`config.mk`:
```
export PLATFORM = sky130hd
export DESIGN_NAME = file_type_sniffer_core
export DESIGN_NICKNAME = d
export VERILOG_FILES = /design/src/rtl/fts_pkg.sv /design/src/rtl/fts_suffix_match.sv /design/src/rtl/fts_head_track.sv /design/src/rtl/fts_classify.sv /design/src/rtl/file_type_sniffer_core.sv
export VERILOG_INCLUDE_DIRS = /design/src /design/src/rtl
export SDC_FILE = /design/constraint.sdc
export NUM_CORES = 1
export LEC_CHECK = 0
export BUFFER_PORTS_ARGS = -buffer_cell sky130_fd_sc_hd__buf_2
export CAP_MARGIN = 40
export CORE_ASPECT_RATIO = 1.75
export CORE_UTILIZATION = 30
export DETAILED_ROUTE_END_ITERATION = 16
export PLACE_DENSITY_LB_ADDON = 0.1
export SLEW_MARGIN = 40
export SYNTH_ARGS = -nofsm -noshare
export SYNTH_HDL_FRONTEND = slang
export SYNTH_SLANG_ARGS = --single-unit
```
`constraint.sdc`:
```
create_clock -name clk -period 4 [get_ports clk]
set_input_delay 0.4 -clock clk [delete_from_list [all_inputs] [get_ports clk]]
set_output_delay 0.4 -clock clk [all_outputs]
set_load 0.02 [all_outputs]
```
`src/rtl/assert_macros.svh`:
```
// assertion macros shared by the sniffer rtl
`ifndef ASSERT_MACROS_SVH
`define ASSERT_MACROS_SVH

// property checked every cycle outside reset
`define FTS_ASSERT(lbl, prop, msg) \
  lbl: assert property (@(posedge clk) disable iff (rst) (prop)) else $error(msg);

// condition in one cycle implies a result in the next
`define FTS_ASSERT_NEXT(lbl, cond, prop, msg) \
  lbl: assert property (@(posedge clk) disable iff (rst) (cond) |=> (prop)) else $error(msg);

`endif

```
`src/rtl/fts_pkg.sv`:
```
// types, codes and match tables of the file type sniffer
package fts_pkg;

  localparam int HEAD_BYTES_DEF = 512;

  localparam int KIND_W = 2;
  localparam int MODE_W = 2;
  localparam int TYPE_W = 5;

  localparam logic [KIND_W-1:0] KIND_BEGIN = 2'd0;
  localparam logic [KIND_W-1:0] KIND_BYTE  = 2'd1;
  localparam logic [KIND_W-1:0] KIND_END   = 2'd2;

  localparam logic [MODE_W-1:0] MODE_EXT_ONLY     = 2'd1;
  localparam logic [MODE_W-1:0] MODE_CONTENT_ONLY = 2'd2;

  localparam logic [TYPE_W-1:0] TYPE_SVG     = 5'd7;
  localparam logic [TYPE_W-1:0] TYPE_TEXT    = 5'd8;
  localparam logic [TYPE_W-1:0] TYPE_UNKNOWN = 5'd17;

  localparam logic [7:0] CHAR_TAB   = 8'h09;
  localparam logic [7:0] CHAR_CR    = 8'h0d;
  localparam logic [7:0] CHAR_SPACE = 8'h20;
  localparam logic [7:0] CHAR_LT    = 8'h3c;

  localparam logic [2:0] SVG_LEN     = 3'd4;
  localparam logic [3:0] PREFIX_FULL = 4'd8;

  localparam int SUFFIX_N = 23;
  localparam int MAGIC_N  = 11;

  localparam logic [31:0] SUFFIX_CHARS [SUFFIX_N] = '{
    32'h70646600, 32'h70730000, 32'h6a706700, 32'h6a706567, 32'h6a706500,
    32'h706e6700, 32'h67696600, 32'h74696600, 32'h74696666, 32'h626d7000,
    32'h73766700, 32'h74787400, 32'h74657874, 32'h6c6f6700, 32'h6d640000,
    32'h63737600, 32'h646f6300, 32'h646f6378, 32'h72746600, 32'h6f647400,
    32'h70707400, 32'h70707478, 32'h6f647000
  };
  localparam logic [2:0] SUFFIX_LEN [SUFFIX_N] = '{
    3'd3, 3'd2, 3'd3, 3'd4, 3'd3, 3'd3, 3'd3, 3'd3, 3'd4, 3'd3, 3'd3, 3'd3,
    3'd4, 3'd3, 3'd2, 3'd3, 3'd3, 3'd4, 3'd3, 3'd3, 3'd3, 3'd4, 3'd3
  };
  localparam logic [TYPE_W-1:0] SUFFIX_TYPE [SUFFIX_N] = '{
    5'd0, 5'd1, 5'd2, 5'd2, 5'd2, 5'd3, 5'd4, 5'd5, 5'd5, 5'd6, 5'd7, 5'd8,
    5'd8, 5'd8, 5'd8, 5'd9, 5'd10, 5'd11, 5'd12, 5'd13, 5'd14, 5'd15, 5'd16
  };

  localparam logic [63:0] MAGIC_PAT [MAGIC_N] = '{
    64'h2550444600000000, 64'h2521505300000000, 64'hffd8ff0000000000,
    64'h89504e470d0a1a0a, 64'h4749463837610000, 64'h4749463839610000,
    64'h49492a0000000000, 64'h4d4d002a00000000, 64'h424d000000000000,
    64'h7b5c727466000000, 64'hd0cf11e000000000
  };
  localparam logic [3:0] MAGIC_LEN [MAGIC_N] = '{
    4'd4, 4'd4, 4'd3, 4'd8, 4'd6, 4'd6, 4'd4, 4'd4, 4'd2, 4'd5, 4'd4
  };
  localparam logic [TYPE_W-1:0] MAGIC_TYPE [MAGIC_N] = '{
    5'd0, 5'd1, 5'd2, 5'd3, 5'd4, 5'd4, 5'd5, 5'd5, 5'd6, 5'd12, 5'd10
  };

  // what the head tracker knows about the bytes seen so far
  typedef struct packed {
    logic [63:0] prefix;
    logic [3:0]  prefix_cnt;
    logic        any;
    logic        svg_seen;
    logic        text_clean;
  } head_status_t;

  function automatic logic [7:0] svg_char(input logic [1:0] idx);
    logic [7:0] c;
    unique case (idx)
      2'd0: c = 8'h3c;
      2'd1: c = 8'h73;
      2'd2: c = 8'h76;
      default: c = 8'h67;
    endcase
    return c;
  endfunction

endpackage

```
`src/rtl/fts_suffix_match.sv`:
```
// suffix table lookup for the begin request
module fts_suffix_match (
  input  logic [31:0]                suffix_chars,
  input  logic [2:0]                 suffix_len,
  output logic [fts_pkg::TYPE_W-1:0] suffix_type
);
  import fts_pkg::*;

  logic [31:0] mask;
  logic        len_ok;

  always_comb begin
    len_ok = 1'b1;
    unique case (suffix_len)
      3'd1: mask = 32'hff000000;
      3'd2: mask = 32'hffff0000;
      3'd3: mask = 32'hffffff00;
      3'd4: mask = 32'hffffffff;
      default: begin
        mask   = 32'h0;
        len_ok = 1'b0;
      end
    endcase
  end

  // scan from the back so the earliest entry wins
  always_comb begin
    suffix_type = TYPE_UNKNOWN;
    for (int i = SUFFIX_N - 1; i >= 0; i--) begin
      if (len_ok && SUFFIX_LEN[i] == suffix_len &&
          (suffix_chars & mask) == SUFFIX_CHARS[i]) begin
        suffix_type = SUFFIX_TYPE[i];
      end
    end
  end

endmodule

```
`src/rtl/fts_head_track.sv`:
```
// head byte state: prefix capture, svg search, text check, byte count
module fts_head_track #(
  parameter int HEAD_BYTES = fts_pkg::HEAD_BYTES_DEF
) (
  input  logic                  clk,
  input  logic                  rst,
  input  logic                  clear,
  input  logic                  take,
  input  logic [7:0]            data_byte,
  output fts_pkg::head_status_t status
);
  import fts_pkg::*;

  localparam int CNT_W = $clog2(HEAD_BYTES + 1);
  localparam logic [CNT_W-1:0] HEAD_MAX = CNT_W'(HEAD_BYTES);
  localparam logic [CNT_W-1:0] PREFIX_MAX = CNT_W'(8);

  logic [CNT_W-1:0] bytes_seen, bytes_seen_next;
  logic [63:0]      head_prefix, head_prefix_next;
  logic [2:0]       svg_progress, svg_progress_next;
  logic             svg_seen, svg_seen_next;
  logic             text_clean, text_clean_next;

  logic             room;
  logic             ctrl_byte;

  assign room      = bytes_seen < HEAD_MAX;
  assign ctrl_byte = data_byte < CHAR_TAB || (data_byte > CHAR_CR && data_byte < CHAR_SPACE);

  always_comb begin
    bytes_seen_next   = bytes_seen;
    head_prefix_next  = head_prefix;
    svg_progress_next = svg_progress;
    svg_seen_next     = svg_seen;
    text_clean_next   = text_clean;
    if (clear) begin
      bytes_seen_next   = '0;
      head_prefix_next  = '0;
      svg_progress_next = '0;
      svg_seen_next     = 1'b0;
      text_clean_next   = 1'b1;
    end else if (take && room) begin
      bytes_seen_next = bytes_seen + 1'b1;
      if (bytes_seen < PREFIX_MAX) begin
        head_prefix_next = head_prefix |
                           ({data_byte, 56'h0} >> {bytes_seen[2:0], 3'b000});
      end
      if (ctrl_byte) begin
        text_clean_next = 1'b0;
      end
      if (!svg_seen) begin
        if (svg_progress < SVG_LEN && data_byte == svg_char(svg_progress[1:0])) begin
          svg_progress_next = svg_progress + 1'b1;
        end else begin
          svg_progress_next = (data_byte == CHAR_LT) ? 3'd1 : 3'd0;
        end
        svg_seen_next = (svg_progress_next >= SVG_LEN);
      end
    end
  end

  always_ff @(posedge clk) begin
    if (rst) begin
      bytes_seen   <= '0;
      head_prefix  <= '0;
      svg_progress <= '0;
      svg_seen     <= 1'b0;
      text_clean   <= 1'b1;
    end else begin
      bytes_seen   <= bytes_seen_next;
      head_prefix  <= head_prefix_next;
      svg_progress <= svg_progress_next;
      svg_seen     <= svg_seen_next;
      text_clean   <= text_clean_next;
    end
  end

  assign status.prefix     = head_prefix;
  assign status.prefix_cnt = (bytes_seen >= PREFIX_MAX) ? PREFIX_FULL : 4'(bytes_seen);
  assign status.any        = bytes_seen != '0;
  assign status.svg_seen   = svg_seen;
  assign status.text_clean = text_clean;

`include "assert_macros.svh"

  `FTS_ASSERT(a_count_bound, bytes_seen <= HEAD_MAX, "byte count passed head size")
  `FTS_ASSERT(a_svg_done, !svg_seen || svg_progress == SVG_LEN, "svg flag without full match")
  `FTS_ASSERT(a_empty_prefix, bytes_seen != '0 || head_prefix == '0, "prefix set on empty head")

endmodule

```
`src/rtl/fts_classify.sv`:
```
// final type decision from suffix result and head status
module fts_classify (
  input  logic [fts_pkg::MODE_W-1:0] mode_held,
  input  logic [fts_pkg::TYPE_W-1:0] suffix_type,
  input  fts_pkg::head_status_t      status,
  output logic [fts_pkg::TYPE_W-1:0] type_code
);
  import fts_pkg::*;

  logic [63:0]       mask;
  logic              magic_hit;
  logic [TYPE_W-1:0] magic_type;

  always_comb begin
    magic_hit  = 1'b0;
    magic_type = TYPE_UNKNOWN;
    mask       = '0;
    for (int i = MAGIC_N - 1; i >= 0; i--) begin
      mask = (MAGIC_LEN[i] >= 4'd8) ? {64{1'b1}} :
             ~({64{1'b1}} >> {MAGIC_LEN[i][2:0], 3'b000});
      if (status.prefix_cnt >= MAGIC_LEN[i] && (status.prefix & mask) == MAGIC_PAT[i]) begin
        magic_hit  = 1'b1;
        magic_type = MAGIC_TYPE[i];
      end
    end
  end

  always_comb begin
    if (suffix_type != TYPE_UNKNOWN) begin
      type_code = suffix_type;
    end else if (mode_held == MODE_EXT_ONLY) begin
      type_code = TYPE_UNKNOWN;
    end else if (magic_hit) begin
      type_code = magic_type;
    end else if (status.svg_seen) begin
      type_code = TYPE_SVG;
    end else if (!status.any) begin
      type_code = TYPE_UNKNOWN;
    end else if (status.text_clean) begin
      type_code = TYPE_TEXT;
    end else begin
      type_code = TYPE_UNKNOWN;
    end
  end

endmodule

```
`src/rtl/file_type_sniffer_core.sv`:
```
// top level of the file type sniffer
//
//   channel  | handshake           | payload
//   ---------+---------------------+--------------------------------------------
//   input    | in_valid, in_stall  | kind, match_mode, suffix_chars, suffix_len,
//            |                     | data_byte
//   result   | out_valid, out_stall| type_code
//
// one request per cycle while in_stall is low, and each end request gets a registered result:
// a request sits in the input register, then updates the state
// registers, and an end request loads the result register in that same step
// rst clears the input and result valid bits and all head state
// in_stall rises only while an end request waits in the input register and
// the result register still holds an untaken result
module file_type_sniffer_core #(
  parameter int HEAD_BYTES = fts_pkg::HEAD_BYTES_DEF
) (
  input  logic                       clk,
  input  logic                       rst,
  input  logic                       in_valid,
  output logic                       in_stall,
  input  logic [fts_pkg::KIND_W-1:0] kind,
  input  logic [fts_pkg::MODE_W-1:0] match_mode,
  input  logic [31:0]                suffix_chars,
  input  logic [2:0]                 suffix_len,
  input  logic [7:0]                 data_byte,
  output logic                       out_valid,
  input  logic                       out_stall,
  output logic [fts_pkg::TYPE_W-1:0] type_code
);
  import fts_pkg::*;

  // input register
  logic              s1_valid;
  logic [KIND_W-1:0] s1_kind;
  logic [MODE_W-1:0] s1_mode;
  logic [31:0]       s1_chars;
  logic [2:0]        s1_len;
  logic [7:0]        s1_byte;

  // per-file decision state
  logic [MODE_W-1:0] mode_held, mode_held_next;
  logic [TYPE_W-1:0] suffix_type, suffix_type_next;

  logic              in_take;
  logic              s1_adv;
  logic              s1_begin, s1_data, s1_end;
  logic [TYPE_W-1:0] lookup_type;
  logic [TYPE_W-1:0] decided_type;
  head_status_t      head_status;

  assign s1_begin = s1_valid && s1_kind == KIND_BEGIN;
  assign s1_data  = s1_valid && s1_kind == KIND_BYTE;
  assign s1_end   = s1_valid && s1_kind == KIND_END;

  // only an end request needs the result register free
  assign s1_adv   = s1_valid && !(s1_end && out_valid && out_stall);
  assign in_stall = s1_valid && !s1_adv;
  assign in_take  = in_valid && !in_stall;

  always_ff @(posedge clk) begin
    if (rst) begin
      s1_valid <= 1'b0;
    end else if (in_take) begin
      s1_valid <= 1'b1;
    end else if (s1_adv) begin
      s1_valid <= 1'b0;
    end
  end

  always_ff @(posedge clk) begin
    if (in_take) begin
      s1_kind  <= kind;
      s1_mode  <= match_mode;
      s1_chars <= suffix_chars;
      s1_len   <= suffix_len;
      s1_byte  <= data_byte;
    end
  end

  fts_suffix_match u_suffix (
    .suffix_chars (s1_chars),
    .suffix_len   (s1_len),
    .suffix_type  (lookup_type)
  );

  // begin latches the mode and the suffix verdict, content-only skips the table
  always_comb begin
    mode_held_next   = mode_held;
    suffix_type_next = suffix_type;
    if (s1_begin) begin
      mode_held_next   = s1_mode;
      suffix_type_next = (s1_mode == MODE_CONTENT_ONLY) ? TYPE_UNKNOWN : lookup_type;
    end
  end

  always_ff @(posedge clk) begin
    if (rst) begin
      mode_held   <= '0;
      suffix_type <= TYPE_UNKNOWN;
    end else begin
      mode_held   <= mode_held_next;
      suffix_type <= suffix_type_next;
    end
  end

  fts_head_track #(
    .HEAD_BYTES (HEAD_BYTES)
  ) u_head (
    .clk       (clk),
    .rst       (rst),
    .clear     (s1_begin),
    .take      (s1_data),
    .data_byte (s1_byte),
    .status    (head_status)
  );

  fts_classify u_classify (
    .mode_held   (mode_held),
    .suffix_type (suffix_type),
    .status      (head_status),
    .type_code   (decided_type)
  );

  // result register, refilled when its end request leaves the input register
  always_ff @(posedge clk) begin
    if (rst) begin
      out_valid <= 1'b0;
    end else if (s1_end && s1_adv) begin
      out_valid <= 1'b1;
    end else if (!out_stall) begin
      out_valid <= 1'b0;
    end
  end

  always_ff @(posedge clk) begin
    if (s1_end && s1_adv) begin
      type_code <= decided_type;
    end
  end

`include "assert_macros.svh"

  `FTS_ASSERT_NEXT(a_end_gives_result, s1_end && s1_adv, out_valid, "end request lost its result")
  `FTS_ASSERT(a_stall_cause, !in_stall || (s1_end && out_valid && out_stall),
              "input stalled without a blocked result")
  `FTS_ASSERT(a_content_only, mode_held != MODE_CONTENT_ONLY || suffix_type == TYPE_UNKNOWN,
              "suffix verdict kept in content-only mode")

endmodule

```
# == Yosys cells after proc, flatten, opt, wreduce, memory -nomap -nowiden ==
# Index checks and enable logic that the tools add are counted.
# classes
reduce_logical,62
n_bitwise,3
order_cmp,14
eq_ne,51
muxes,69
shift,1
add_sub_neg,2
# op_table
cell,n
equality test 32 x 31 -> 1 bit (second input constant),25
2-to-1 mux 5 bit,40
case mux 32 bit (4 select lines),1
equality test 48 x 47 -> 1 bit (second input constant),2
equality test 32 x 30 -> 1 bit (second input constant),2
equality test 64 bit (second input constant),1
bitwise OR 64 bit,1
>> shifter 64 x 6 -> 64 bit,1
logical AND 1 bit,49
equality test 40 x 39 -> 1 bit (second input constant),1
AND 32 bit,1
equality test 32 bit (second input constant),1
equality test 24 bit (second input constant),1
2-to-1 mux 8 bit,3
case mux 7 bit (3 select lines),1
2-to-1 mux 1 bit,19
equality test 16 x 15 -> 1 bit (second input constant),1
greater-or-equal comparator 4 x 3 -> 1 bit (second input constant),3
2-to-1 mux 3 bit,4
adder 10 x 1 -> 10 bit (second input constant),1
greater-or-equal comparator 10 x 4 -> 1 bit (second input constant),1
< comparator 10 bit (second input constant),1
< comparator 10 x 4 -> 1 bit (second input constant),1
nonzero test 10 bit,1
28 further kinds,40
# totals
wordCells,217
output_inout_bits,7
input_bits,51
register_bits,140

# == Depth between registers and ports, before layout ==
# logic_depth
word_depth,29
depth_mapped,9
ltp_nobuf,9

# == Hierarchy ==
# Synthesis repeated with hierarchy kept, for this count alone.
# hier_totals
hier_cells,754
area_unflattened_um2,7213.2
# by_module_without_submodules
module,seq_area_each_um2,instances,cells_per_inst,area_per_inst_um2
fts_head_track,1581.5,1,355,3186.8
file_type_sniffer_core,1741.7,1,96,1935.6
fts_classify,0.0,1,164,1141.1
fts_suffix_match,0.0,1,139,949.7

# == Least setup slack after synthesis ==
# Ideal clock, no wire load.
# synth_timing
path_type,reg-to-reg
start,reg s1_kind[1]
end,reg s1_byte[0] (enable)
setup_slack_ps,776
setup_ps,457
path_buffers,0
path_stages_with_launch,4
required_time_ps,3543
arrival_ps,2767
synth_period_minus_slack_ps,3224
cell_sequence,edfxtp_1 nand3b_1 nor2_1 nor2b_1
# synth_between
elab_chain_cells,10
# synth_rtl
element,line_no,rtl
"start, declared",file_type_sniffer_core.sv:35,logic [KIND_W-1:0] s1_kind;
"start signal, assigned",file_type_sniffer_core.sv:73,s1_kind <= kind;
equality test 2 bit,file_type_sniffer_core.sv:54,assign s1_end = s1_valid && s1_kind == KIND_END;
logical AND 1 bit,file_type_sniffer_core.sv:54,
logical AND 1 bit (2 in a row),file_type_sniffer_core.sv:57,assign s1_adv = s1_valid && !(s1_end && out_valid && out_stall);
zero test 1 bit,file_type_sniffer_core.sv:57,
logical AND 1 bit,file_type_sniffer_core.sv:57,
zero test 1 bit,file_type_sniffer_core.sv:58,assign in_stall = s1_valid && !s1_adv;
logical AND 1 bit,file_type_sniffer_core.sv:58,
via in_stall,file_type_sniffer_core.sv:21,"output logic in_stall,"
zero test 1 bit,file_type_sniffer_core.sv:59,assign in_take = in_valid && !in_stall;
logical AND 1 bit,file_type_sniffer_core.sv:59,
via in_take,file_type_sniffer_core.sv:45,logic in_take;
"end signal, assigned",file_type_sniffer_core.sv:77,s1_byte <= data_byte;
"end, declared",file_type_sniffer_core.sv:39,logic [7:0] s1_byte;
# The timed path passes the listed nets, and every way through them passes these cells.
# A chain may end at the register's enable or synchronous reset.

# == Worst setup path in the final report ==
# layout_timing
start,reg s1_len[1]
end,reg suffix_type[0]
# layout_between
elab_chain_cells,29
elab_cells_between_ends,84
cone_classes,eq/ne: 30; mux: 26; bitwise: 1; reduce/logical: 27
# layout_rtl
element,line_no,rtl
"start, declared",file_type_sniffer_core.sv:38,logic [2:0] s1_len;
"start signal, assigned",file_type_sniffer_core.sv:76,s1_len <= suffix_len;
equality test 3 bit (tied with other cells),"fts_suffix_match.sv:14, fts_suffix_match.sv:30",
case mux 32 bit (4 select lines) or OR reduction 4 bit (tied branches),--,
AND 32 bit or 2-to-1 mux 1 bit (tied branches),"fts_suffix_match.sv:31, fts_suffix_match.sv:14",
equality test 32 x 31 -> 1 bit or logical AND 1 bit (tied branches),"fts_suffix_match.sv:31, fts_suffix_match.sv:30",
logical AND 1 bit,fts_suffix_match.sv:30,if (len_ok && SUFFIX_LEN[i] == suffix_len &&
2-to-1 mux 1 bit,fts_suffix_match.sv:30,
2-to-1 mux 5 bit (21 in a row),fts_suffix_match.sv:30,
2-to-1 mux 5 bit (*),fts_suffix_match.sv:30,
2-to-1 mux 5 bit (*),file_type_sniffer_core.sv:93,suffix_type_next = (s1_mode == MODE_CONTENT_ONLY) ? TYPE_UNKNOWN : lookup_type;
"end signal, assigned",file_type_sniffer_core.sv:103,suffix_type <= suffix_type_next;
"end, declared",file_type_sniffer_core.sv:43,"logic [TYPE_W-1:0] suffix_type, suffix_type_next;"
# Mark *: on every way between the ends. The rest lies on a longest branch, timed or not.

==> impl_metrics.tcl <==
set metrics [dict create \
    synthCells 703 \
    drv_slew 0 \
    start_util 0.3056 \
    ys_ff_latch 140 \
    fmax_ghz 0.3684 \
    power_switching_w 0.0008009 \
    insertion_delay_ns 0.44 \
    hold_buffers 0 \
    synth_seq_area_share 0.5059 \
    area_growth_pct 19.07 \
    status "completed" \
    peakVddDrop_mv 0.2749 \
    grt_max_degree 48 \
    die_h_um 197.8 \
    place_area_um2 7196 \
    io_buffer_count 57 \
    power_frac_clock 0.494 \
    ys_warn_count 0 \
    globalRouteTotalUtil 0.2102 \
    grt_antenna_before_repair 0 \
    fin_skew_ns 0.009757 \
    cts_tree "yes" \
    relSlewSlack 0.4783 \
    via_count 5881 \
    p_comb_frac 0.039 \
    internal-power_w 0.002550 \
    gp_congestion 0.9442 \
    swShare 0.2390 \
    maxCapViolCount 0 \
    final_nets 817 \
    post_cts.repair.setup_buffers 0 \
    cts_sinks 140 \
    numCtsBuffers 17 \
    yosys-top-cells-area "dfxtp_1, edfxtp_1, nor2_1" \
    holdWs_ns 0.1360 \
    cts_resized 0 \
    grt_pass1_wl_um 34160 \
    drt_first_pass_iters 5 \
    drive_gt1_frac 0.1576 \
    critPathLaunchType "flip-flop" \
    cts.path.max_buffers 2 \
    drc 0 \
    routed_wl_um 22670 \
    hpwlAfterDp_um 17070 \
    max_slew.worst_pin.slew_ns 0.7628 \
    cts-root-buf "clkbuf_16" \
    synth_ff_type "dfxtp_1" \
    vias_per_cell 5.517 \
    worstSetupEndpointType "flip-flop" \
    power_density_nw_per_um2 428.5 \
    first_iter_violations 328 \
    tns_ns 0 \
    fin_crit_ns 2.714 \
    pwr-share-seq 0.467 \
    hold_violations 0 \
    crit_type "flip-flop to flip-flop" \
    synth.net_count 759 \
    setup_viol 0 \
    die_area_um2 22510 \
    yosysTopAreaCell "dfxtp_1" \
    syn_area_um2 6569 \
    final_area_um2 7821 \
    coreArea_um2 21500 \
    routedWlPerCell_um 21.26 \
    critPathMaxFanout 10 \
    finalCritPeriodShare 0.6786 \
    rsz0062_at_grt "no" \
    die_w_um 113.9 \
    num_rows 71 \
    leakage_nw 2.711 \
    ant_nets 0 \
    diodes 0 \
    avgSynthCellArea_um2 9.344 \
    htreeDepth 4 \
    async_reset_ff_frac 0 \
    post-route-util 0.3638 \
    cp_data_arrival_time_ns 3.00 \
    synth_edf_count 52 \
    synth_cell_type_count 74 \
    hp-class "primary input to flip-flop" \
    cp.required_ns 4.29 \
    path_clk_slew_ns 0.06 \
    netlist.area_leader.share 0.2682 \
    power.total_w 0.003351 \
    grt_pass1_vias 5952 \
    overflow 0 \
    io_pins 58 \
    r2r_setup_slack_ns 1.29 \
]
-- flip-flops by register name, indices dropped and copies added, names as in the netlist --
name	cells
mode_held	2
out_valid	1
s1_byte	8
s1_chars	32
s1_kind	2
s1_len	3
s1_mode	2
s1_valid	1
suffix_type	5
type_code	5
u_head.bytes_seen	10
u_head.head_prefix	64
u_head.svg_progress	3
u_head.svg_seen	1
u_head.text_clean	1
-- power by group through the flow --
stage	Combinational, W	Sequential [W]	Clock, W
after global placement	0.000129	0.00160	0
final	0.000130	0.00157	0.00166
after global routing	0.000142	0.00157	0.00175
after detailed placement	0.000130	0.00160	0
after CTS	0.000131	0.00156	0.00170
after floorplan	0.0000855	0.00157	0
-- final cells by class --
class | count | area [um^2]
multi-input combinational | 526 | 3137
clock buffer | 19 | 464.2
sequential | 140 | 3323
tap | 292 | 365.4
inverter | 12 | 45.04
timing repair buffer | 64 | 337.8
clock inverter | 13 | 148.9
fill | 2275 | 13680
-- final timing paths --
check	start	to	depth (start not counted)
setup / recovery	s1_len[1]$_DFFE_PP_	suffix_type[0]$_SDFFE_PP1P_	7
hold / removal	data_byte[7]	s1_byte[7]$_DFFE_PP_	1
setup reg to reg	s1_len[1]$_DFFE_PP_	suffix_type[0]$_SDFFE_PP1P_	7
hold reg to reg	u_head.head_prefix[3]$_SDFFE_PP0P_	u_head.head_prefix[3]$_SDFFE_PP0P_	2
-- metal layers --
layer / global-route usage / wire (um) / up-vias
li1: - / - / 2772
met1: 0.1820 / 7260 / 2825
met2: 0.4268 / 13400 / 201
met3: 0.03245 / 705 / 83
met4: 0.1429 / 1303 / 0
met5: 0 / 0 / -
-- synthesized netlist by cell type, types with 4 or more instances --
library cell and count:
a21oi_1 79, and2_1 4, and3_1 5, and3b_1 4, and4_1 5, clkbuf_1 23, dfxtp_1 88, edfxtp_1 52
ha_1 5, inv_1 12, nand2_1 40, nand2b_1 8, nand3_1 20, nand3b_1 7, nand4_1 19, nand4b_1 6
nor2_1 125, nor2b_1 17, nor3_1 21, nor3b_1 5, nor4_1 27, nor4b_1 9, nor4bb_1 11, o2111ai_1 11
o21ai_0 9, o21ai_1 6, o22ai_1 4, or3_1 4, or4_1 6, xor2_1 6
-- worst max-delay path, cell delays in order, from the launching register on --
cell and delay, ns:
edfxtp_1 0.48, o21ai_2 0.34, nand4_4 0.23, or3_1 0.54
or4_1 0.58, o311a_1 0.16, o2111ai_1 0.14, a22oi_1 0.10
-- cells in the final DEF (no fill, tap or decap), types with 6 or more instances in the layout --
| cell | netlist | layout |
|---|---|---|
| a21oi_1 | 79 | 79 |
| buf_2 | 1 | 57 |
| buf_4 | 0 | 7 |
| clkbuf_16 | 0 | 18 |
| dfxtp_1 | 88 | 88 |
| edfxtp_1 | 52 | 52 |
| inv_1 | 12 | 12 |
| nand2_1 | 40 | 40 |
| nand2b_1 | 8 | 8 |
| nand3_1 | 20 | 20 |
| nand3b_1 | 7 | 7 |
| nand4_1 | 19 | 19 |
| nand4b_1 | 6 | 6 |
| nor2_1 | 125 | 125 |
| nor2b_1 | 17 | 16 |
| nor3_1 | 21 | 20 |
| nor4_1 | 27 | 26 |
| nor4b_1 | 9 | 8 |
| nor4bb_1 | 11 | 10 |
| o2111ai_1 | 11 | 11 |
| o21ai_0 | 9 | 9 |
| o21ai_1 | 6 | 6 |
| or4_1 | 6 | 6 |
| xor2_1 | 6 | 6 |
-- cell families (layout without fill, tap and decap cells) --
| group | after synthesis | count (layout) | share of synthesized area |
|---|---|---|---|
| mux | 2 | 2 | 0.003048 |
| fa+ha+maj | 5 | 5 | 0.009524 |
| flops | 140 | 140 | 0.5059 |
| compound gates | 145 | 145 | 0.1390 |
| xor+xnor | 8 | 8 | 0.01067 |
| simple gates | 366 | 366 | 0.3105 |
| buf+inv | 37 | 108 | 0.02133 |
-- stage by stage --
step / setup WS, ns / cells
final: 1.286 / 1066
after CTS: 1.114 / 1066
after detailed placement: 1.131 / 1034
after floorplan: 0.7763 / 703
after global placement: 1.270 / 1034
after global routing: 1.092 / 1066
No activity file was read; power rests on OpenSTA's default activity.
